`src/sv/titp_pkg.sv`:
```
package titp_pkg;

	typedef enum logic [2:0] {
		PH_LEAD,
		PH_NUM,
		PH_PUNCT1,
		PH_WORD,
		PH_SPACE1,
		PH_PUNCT2,
		PH_FAIL
	} phase_t;

	localparam int UnitCount = 10;
	localparam int NameMax = 12;

	typedef logic [UnitCount-1:0] unit_mask_t;

	typedef struct packed {
		phase_t            phase;
		logic [31:0]       number_value;
		logic [31:0]       interval_sum;
		logic              units_ok;
		unit_mask_t        word_match;
		logic [3:0]        word_length;
	} parse_state_t;

	typedef struct packed {
		logic        ok;
		logic [31:0] total_msecs;
	} result_t;

	localparam parse_state_t STATE_RESET = '{
		phase:        PH_LEAD,
		number_value: 32'd0,
		interval_sum: 32'd0,
		units_ok:     1'b1,
		word_match:   {UnitCount{1'b1}},
		word_length:  4'd0
	};

	localparam logic [7:0] CH_NUL   = 8'h00;
	localparam logic [7:0] CH_MINUS = 8'h2D;

	localparam logic [31:0] MS_PER_SEC  = 32'd1000;
	localparam logic [31:0] MS_PER_MIN  = 32'd60000;
	localparam logic [31:0] MS_PER_HOUR = 32'd3600000;
	localparam logic [31:0] MS_PER_DAY  = 32'd86400000;
	localparam logic [31:0] DAY_LIMIT   = 32'd24;

	// Names are right-justified in the vector, so the first letter is the top byte in use.
	localparam logic [8*NameMax-1:0] UNIT_NAMES [UnitCount] = '{
		"days", "hours", "minutes", "mins", "seconds", "secs",
		"milliseconds", "millisecs", "mseconds", "msecs"
	};
	localparam logic [3:0] UNIT_LEN [UnitCount] = '{
		4'd4, 4'd5, 4'd7, 4'd4, 4'd7, 4'd4, 4'd12, 4'd9, 4'd8, 4'd5
	};

	function automatic logic is_space(input logic [7:0] c);
		return (c == 8'd32) || (c >= 8'd9 && c <= 8'd13);
	endfunction

	function automatic logic is_digit(input logic [7:0] c);
		return (c >= 8'd48) && (c <= 8'd57);
	endfunction

	function automatic logic is_alpha(input logic [7:0] c);
		return (c >= 8'd65 && c <= 8'd90) || (c >= 8'd97 && c <= 8'd122);
	endfunction

	function automatic logic is_punct(input logic [7:0] c);
		return (c >= 8'd33 && c <= 8'd47) || (c >= 8'd58 && c <= 8'd64) ||
			(c >= 8'd91 && c <= 8'd96) || (c >= 8'd123 && c <= 8'd126);
	endfunction

	// Letter at position idx of unit name k, or zero past the end of the name.
	function automatic logic [7:0] name_char(input int k, input logic [3:0] idx);
		logic [8*NameMax-1:0] word;
		int pos;
		word = UNIT_NAMES[k];
		pos = 8 * (int'(UNIT_LEN[k]) - 1 - int'(idx));
		if (idx >= UNIT_LEN[k]) begin
			return 8'd0;
		end
		return word[pos +: 8];
	endfunction

endpackage

```
`src/sv/titp_step.sv`:
```
module titp_step import titp_pkg::*; (
	input  logic [7:0]   ch,
	input  parse_state_t cur,
	output parse_state_t nxt,
	output result_t      res
);

	logic [7:0]  lc;
	logic [31:0] scale;
	logic [31:0] prod;
	logic [31:0] sum_plus;
	logic [35:0] num_x10;
	logic        num_ovf;
	logic        unit_none;
	logic        day_fail;
	logic        done;

	assign lc = ch | 8'h20;

	// A unit is applied only from the word phase; every other product is a trailing seconds count.
	always_comb begin
		scale = MS_PER_SEC;
		if (cur.phase == PH_WORD) begin
			if (cur.word_match[0]) begin
				scale = MS_PER_DAY;
			end else if (cur.word_match[1]) begin
				scale = MS_PER_HOUR;
			end else if (cur.word_match[2] || cur.word_match[3]) begin
				scale = MS_PER_MIN;
			end else if (cur.word_match[4] || cur.word_match[5]) begin
				scale = MS_PER_SEC;
			end else begin
				scale = 32'd1;
			end
		end
	end

	assign prod      = cur.number_value * scale;
	assign sum_plus  = cur.interval_sum + prod;
	assign num_x10   = {4'd0, cur.number_value} * 36'd10 + {32'd0, ch[3:0]};
	assign num_ovf   = |num_x10[35:32];
	assign unit_none = (cur.word_match == '0);
	assign day_fail  = cur.word_match[0] && (cur.number_value > DAY_LIMIT);

	// Phases fall through into each other within one byte, as the parse rules demand.
	always_comb begin : next_state
		nxt  = cur;
		done = 1'b0;
		if (nxt.phase == PH_LEAD) begin
			if (is_space(ch)) begin
				done = 1'b1;
			end else if (is_digit(ch)) begin
				nxt.number_value = {28'd0, ch[3:0]};
				nxt.phase = PH_NUM;
				done = 1'b1;
			end else begin
				nxt.phase = PH_FAIL;
			end
		end
		if (!done && nxt.phase == PH_NUM) begin
			if (is_digit(ch)) begin
				if (num_ovf) begin
					nxt.phase = PH_FAIL;
				end else begin
					nxt.number_value = num_x10[31:0];
				end
				done = 1'b1;
			end else begin
				nxt.phase = PH_PUNCT1;
			end
		end
		if (!done && nxt.phase == PH_PUNCT1) begin
			if (is_punct(ch) && ch != CH_MINUS) begin
				done = 1'b1;
			end else begin
				nxt.word_length = 4'd0;
				nxt.word_match = '1;
				nxt.phase = is_alpha(ch) ? PH_WORD : PH_SPACE1;
			end
		end
		if (!done && nxt.phase == PH_WORD) begin
			if (is_alpha(ch)) begin
				for (int k = 0; k < UnitCount; k++) begin
					if (name_char(k, nxt.word_length) != lc) begin
						nxt.word_match[k] = 1'b0;
					end
				end
				if (nxt.word_length != 4'hF) begin
					nxt.word_length = nxt.word_length + 4'd1;
				end
				done = 1'b1;
			end else if (unit_none) begin
				nxt.units_ok = 1'b0;
				nxt.phase = PH_SPACE1;
			end else if (day_fail) begin
				nxt.phase = PH_FAIL;
			end else begin
				nxt.interval_sum = sum_plus;
				nxt.phase = PH_SPACE1;
			end
		end
		if (!done && nxt.phase == PH_SPACE1) begin
			if (is_space(ch)) begin
				done = 1'b1;
			end else if (nxt.word_length == 4'd0) begin
				nxt.phase = PH_FAIL;
			end else begin
				nxt.phase = PH_PUNCT2;
			end
		end
		if (!done && nxt.phase == PH_PUNCT2) begin
			if (is_punct(ch) && ch != CH_MINUS) begin
				done = 1'b1;
			end else if (is_digit(ch)) begin
				nxt.number_value = {28'd0, ch[3:0]};
				nxt.phase = PH_NUM;
				done = 1'b1;
			end else begin
				nxt.phase = PH_FAIL;
			end
		end
		if (!done) begin
			nxt.phase = PH_FAIL;
		end
		// The terminator always ends the string and restarts the parser.
		if (ch == CH_NUL) begin
			nxt = STATE_RESET;
		end
	end

	// Result for a terminator arriving in the current phase.
	always_comb begin : result_out
		res.ok = 1'b0;
		res.total_msecs = cur.interval_sum;
		case (cur.phase)
			PH_NUM, PH_PUNCT1: begin
				res.ok = 1'b1;
				res.total_msecs = sum_plus;
			end
			PH_WORD: begin
				if (day_fail) begin
					res.ok = 1'b0;
				end else if (unit_none) begin
					res.ok = 1'b0;
				end else begin
					res.ok = cur.units_ok;
					res.total_msecs = sum_plus;
				end
			end
			PH_SPACE1: begin
				if (cur.word_length == 4'd0) begin
					res.ok = 1'b1;
					res.total_msecs = sum_plus;
				end else begin
					res.ok = cur.units_ok;
				end
			end
			PH_PUNCT2: begin
				res.ok = cur.units_ok;
			end
			default: begin
				res.ok = 1'b0;
			end
		endcase
	end

endmodule

```
`src/sv/titp_out_reg.sv`:
```
module titp_out_reg import titp_pkg::*; (
	input  logic    clk,
	input  logic    arst_n,
	input  logic    load,
	input  result_t d,
	input  logic    stall,
	output logic    valid,
	output result_t q,
	output logic    free
);

	logic    valid_q;
	result_t res_q;

	assign free  = !valid_q || !stall;
	assign valid = valid_q;
	assign q     = res_q;

	always_ff @(posedge clk or negedge arst_n) begin
		if (!arst_n) begin
			valid_q <= 1'b0;
		end else if (load) begin
			valid_q <= 1'b1;
		end else if (!stall) begin
			valid_q <= 1'b0;
		end
	end

	always_ff @(posedge clk) begin
		if (load) begin
			res_q <= d;
		end
	end

endmodule

```
`src/sv/time_interval_text_parser.sv`:
```
// Parses a zero-terminated ASCII interval string such as "1h 30min" into milliseconds,
// one byte per transaction, and returns one result transaction for each terminating zero
// byte. A byte can be taken in every cycle: it lands in an input register, and from there
// a single parse step updates the parser state and, for a terminator, loads the result
// into the output register that offers it. The output register lets the next string
// stream in while a result waits; only a second terminator arriving while the previous
// result is still stalled holds up the input.
module time_interval_text_parser import titp_pkg::*; (
	input  logic        clk,
	input  logic        arst_n,
	input  logic        item_valid,
	output logic        item_stall,
	input  logic [7:0]  ch,
	output logic        result_valid,
	input  logic        result_stall,
	output logic        ok,
	output logic [31:0] total_msecs
);

	logic         valid_s1;
	logic [7:0]   ch_s1;
	parse_state_t state_q;
	parse_state_t state_next;
	result_t      step_res;
	result_t      out_res;
	logic         out_free;
	logic         adv;
	logic         emit;

	assign emit       = (ch_s1 == CH_NUL);
	assign adv        = valid_s1 && (!emit || out_free);
	assign item_stall = valid_s1 && !adv;

	always_ff @(posedge clk or negedge arst_n) begin
		if (!arst_n) begin
			valid_s1 <= 1'b0;
		end else if (item_valid && !item_stall) begin
			valid_s1 <= 1'b1;
		end else if (adv) begin
			valid_s1 <= 1'b0;
		end
	end

	always_ff @(posedge clk) begin
		if (item_valid && !item_stall) begin
			ch_s1 <= ch;
		end
	end

	always_ff @(posedge clk or negedge arst_n) begin
		if (!arst_n) begin
			state_q <= STATE_RESET;
		end else if (adv) begin
			state_q <= state_next;
		end
	end

	titp_step u_step (
		.ch  (ch_s1),
		.cur (state_q),
		.nxt (state_next),
		.res (step_res)
	);

	titp_out_reg u_out (
		.clk    (clk),
		.arst_n (arst_n),
		.load   (adv && emit),
		.d      (step_res),
		.stall  (result_stall),
		.valid  (result_valid),
		.q      (out_res),
		.free   (out_free)
	);

	assign ok          = out_res.ok;
	assign total_msecs = out_res.total_msecs;

`ifndef ASSERT_OFF
	a_stall_needs_item: assert property (@(posedge clk) disable iff (!arst_n)
		item_stall |-> valid_s1)
		else $error("input stalled with an empty input register");

	a_no_overwrite: assert property (@(posedge clk) disable iff (!arst_n)
		(adv && emit) |-> out_free)
		else $error("result loaded over a pending result");

	a_result_follows: assert property (@(posedge clk) disable iff (!arst_n)
		(adv && emit) |=> (result_valid && state_q == STATE_RESET))
		else $error("terminator did not produce a result and restart");

	a_hold_when_blocked: assert property (@(posedge clk) disable iff (!arst_n)
		(valid_s1 && emit && !out_free) |=> ($stable(state_q) && valid_s1))
		else $error("parser state moved while its terminator was blocked");
`endif

endmodule

```
`config.mk`:
```
export PLATFORM = sky130hd
export DESIGN_NAME = time_interval_text_parser
export DESIGN_NICKNAME = d
export VERILOG_FILES = /design/src/sv/titp_pkg.sv /design/src/sv/titp_step.sv /design/src/sv/titp_out_reg.sv /design/src/sv/time_interval_text_parser.sv
export SDC_FILE = /design/constraint.sdc
export NUM_CORES = 1
export LEC_CHECK = 0
export ABC_AREA = 1
export BUFFER_PORTS_ARGS = -buffer_cell sky130_fd_sc_hd__buf_2
export CAP_MARGIN = 25
export CORE_MARGIN = 4
export CORE_UTILIZATION = 60
export CTS_CLUSTER_DIAMETER = 30
export DETAILED_ROUTE_END_ITERATION = 8
export HOLD_SLACK_MARGIN = 0.15
export PLACE_DENSITY = 0.82
export REMOVE_ABC_BUFFERS = 1
export SYNTH_ARGS = -nofsm -noshare
export SYNTH_HDL_FRONTEND = slang
export SYNTH_SLANG_ARGS = --single-unit
```
`constraint.sdc`:
```
create_clock -name clk -period 24.7 [get_ports clk]
set_clock_uncertainty 0.05 [all_clocks]
set_input_delay 2.47 -clock clk [delete_from_list [all_inputs] [get_ports clk]]
set_output_delay 2.47 -clock clk [all_outputs]
set_load 0.02 [all_outputs]
```
==> metrics.txt <==
most frequent CP cell nand2_1; RSZ-0062 raised after global routing false; I/O pin cnt 47; antenna violations before repair 0; most frequent cells in the layout 678 x nand2_1, 661 x inv_1, 345 x nor2_1, 301 x fa_1, 261 x ha_1; ANT cells 0; post-synthesis cell type count 60; remaining routing DRC violations 0; Seq/Total Area, Yosys 13.82%; via count 22020; Num CTS Buffers 17; vias in the first global route 22800; GRT overflow 0; placer congestion estimate 1.009; CTS root buffer clkbuf_16; crit end category flop; DRT Pass-1 Iters 6; share of layout cells above drive strength 1 5.391%; register bit total from synthesis 125; WP data required 24.83 ns; Initial Utilization 60.80%; DR WL/cell 19.33 um; syn avg cell area 7.476 um2; post-DR vias/cell 5.840; max-cap viol count 0; Worst-Skew Late Latency 0.45 ns; slowest CP cell clkinv_1; Slew Limit Fails 0; Reg clk slew, reported paths 0.06 ns; fmax 101.3 MHz; Final period util 39.95%; commonest non-fill, non-tap cell in the layout nand2_1; drt total wl 72.91 mm; Site Rows 73; Arr. time, crit path 10.00 ns; path type of the worst min-delay path reg2reg; Core Region 39820 um2; setup violators final 0; GRT Total Usage 33.60%; Period minus WS final 9.869 ns; maximum number of pins on one net before global-route repair 64; worst-case clock buffer depth 2; Synth area leaders fa_1 25%, ha_1 13%, nand2_1 11%, inv_1 10%, dfrtp_1 7.5%; Slew @ Worst Pin 1.021 ns; max_slew headroom 31.79%; CTS H-tree lvls 4; Mapped Cells 3239; largest area contributor in the netlist fa_1; Setup Total Neg Slack 0 ns; status completed; Worst R2R Setup Slack 14.83 ns; Die Width 208.9 um; # resized after CTS 0; cts hold-fix bufs 0; initial drt markers 2266; Port Buf Inserts 46; CP Max Fanout 36; critical path class reg2reg; Synth top area share 24.89%; Final nets 3807; Ys Warns 0; first-pass GRT wire length 117.9 mm; Startpoint Class flop; Post-Syn Area 24210 um2; Slowest Stage Delay on Critical Path 0.63 ns; CTS tree yes; area grow syn2layout 5.017%; Die Area 43630 um2; setup bufs post-CTS 0; TritonCTS Sinks 125; Routed Antenna Nets 0; post-detail-place hpwl 58.99 mm; die span in y 208.9 um; final hold violation count 0
worst max-delay path, delay by kind of cell (launching register included):
family | cells | cell delay (ns)
AOI/OAI and AO/OA | 9 | 1.59
xor gates and xnor gates | 1 | 0.25
adders and majority gates | 8 | 3.41
buffers and inverters | 8 | 1.77
DFF | 1 | 0.47
and+or+nand+nor | 15 | 2.02
per-stage QoR:
step | area [um2] | util [%] | hold WS, ns | std cells | worst slack [ns]
final | 25430 | 63.85 | 0.4315 | 3771 | 14.83
after global routing | 25430 | 63.85 | 0.4447 | 3771 | 14.06
after CTS | 25430 | 63.85 | 0.4282 | 3771 | 14.98
after detailed placement | 24860 | 62.43 | 0.4182 | 3739 | 14.99
after global placement | 24860 | 62.43 | 0.4068 | 3739 | 15.22
after floorplan | 23840 | - | 0.3920 | 3153 | 15.42
layout make-up:
type / instances / area [um2]
Clock buffer: 18 / 429.2
Multi-Input combinational cell: 2335 / 17910
Tap cell: 525 / 656.9
Sequential cell: 125 / 3347
Clock inverter: 14 / 136.4
Inverter: 693 / 2606
Timing Repair Buffer: 61 / 345.3
Fill cell: 3521 / 14400
flip-flops by register name, indices dropped and copies added (netlist names):
signal,count
u_out.valid,1
ch_s1,8
state_q,82
valid_s1,1
u_out.q,33
path summary, 6_finish.rpt:
path                                  start           to  cells past startpoint
worst max-delay path            state_q[80]  u_out.q[31]                     41
worst min-delay path            state_q[14]  state_q[14]                      2
worst max register to register  state_q[80]  u_out.q[31]                     41
worst min register to register  state_q[14]  state_q[14]                      2
max in group asynchronous            arst_n  state_q[58]                      2
min in group asynchronous            arst_n  state_q[46]                      1
kinds of logic after synthesis:
logic type                 Yosys count  synth area share [%]
and+or+nand+nor                   1277                 22.14
buffers and inverters              779                 12.29
adders and majority gates          562                 38.37
AOI/OAI and AO/OA                  395                 9.720
DFF                                125                 13.82
xor gates and xnor gates           101                 3.653
synthesized netlist by cell type, drive strengths merged:
library cell / n
a211oi: 3
o211ai: 7
and3: 1
inv: 676
a32oi: 1
nor2: 364
or2: 3
a311oi: 1
a22oi: 28
o32ai: 1
o221ai: 3
xnor2: 31
a21boi: 2
nand4: 41
dfrtp: 73
a21o: 1
a21oi: 120
clkbuf: 66
nor3: 17
a41oi: 1
o31ai: 18
o2111ai: 2
xor2: 70
ha: 261
o21bai: 7
and2: 4
edfxtp: 41
o22ai: 61
buf: 20
o21a: 5
o221a: 1
nor4: 1
nand2: 689
nand3b: 5
a2bb2oi: 1
fa: 301
clkinv: 17
a221oi: 9
dfstp: 11
o21ai: 102
nand3: 152
a31oi: 21
metal layers:
metal / GRT usage (%) / share of wire, % / up-vias
met5: 0 / 0 / -
met4: 15.41 / 5.0 / 0
met3: 6.501 / 8.5 / 252
met2: 56.85 / 48 / 1101
met1: 41.86 / 39 / 10520
li1: - / - / 10150
Power is left out: the tool's default activity adds up to more than one toggle a clock period on the data nets, which glitch-free logic cannot reach.
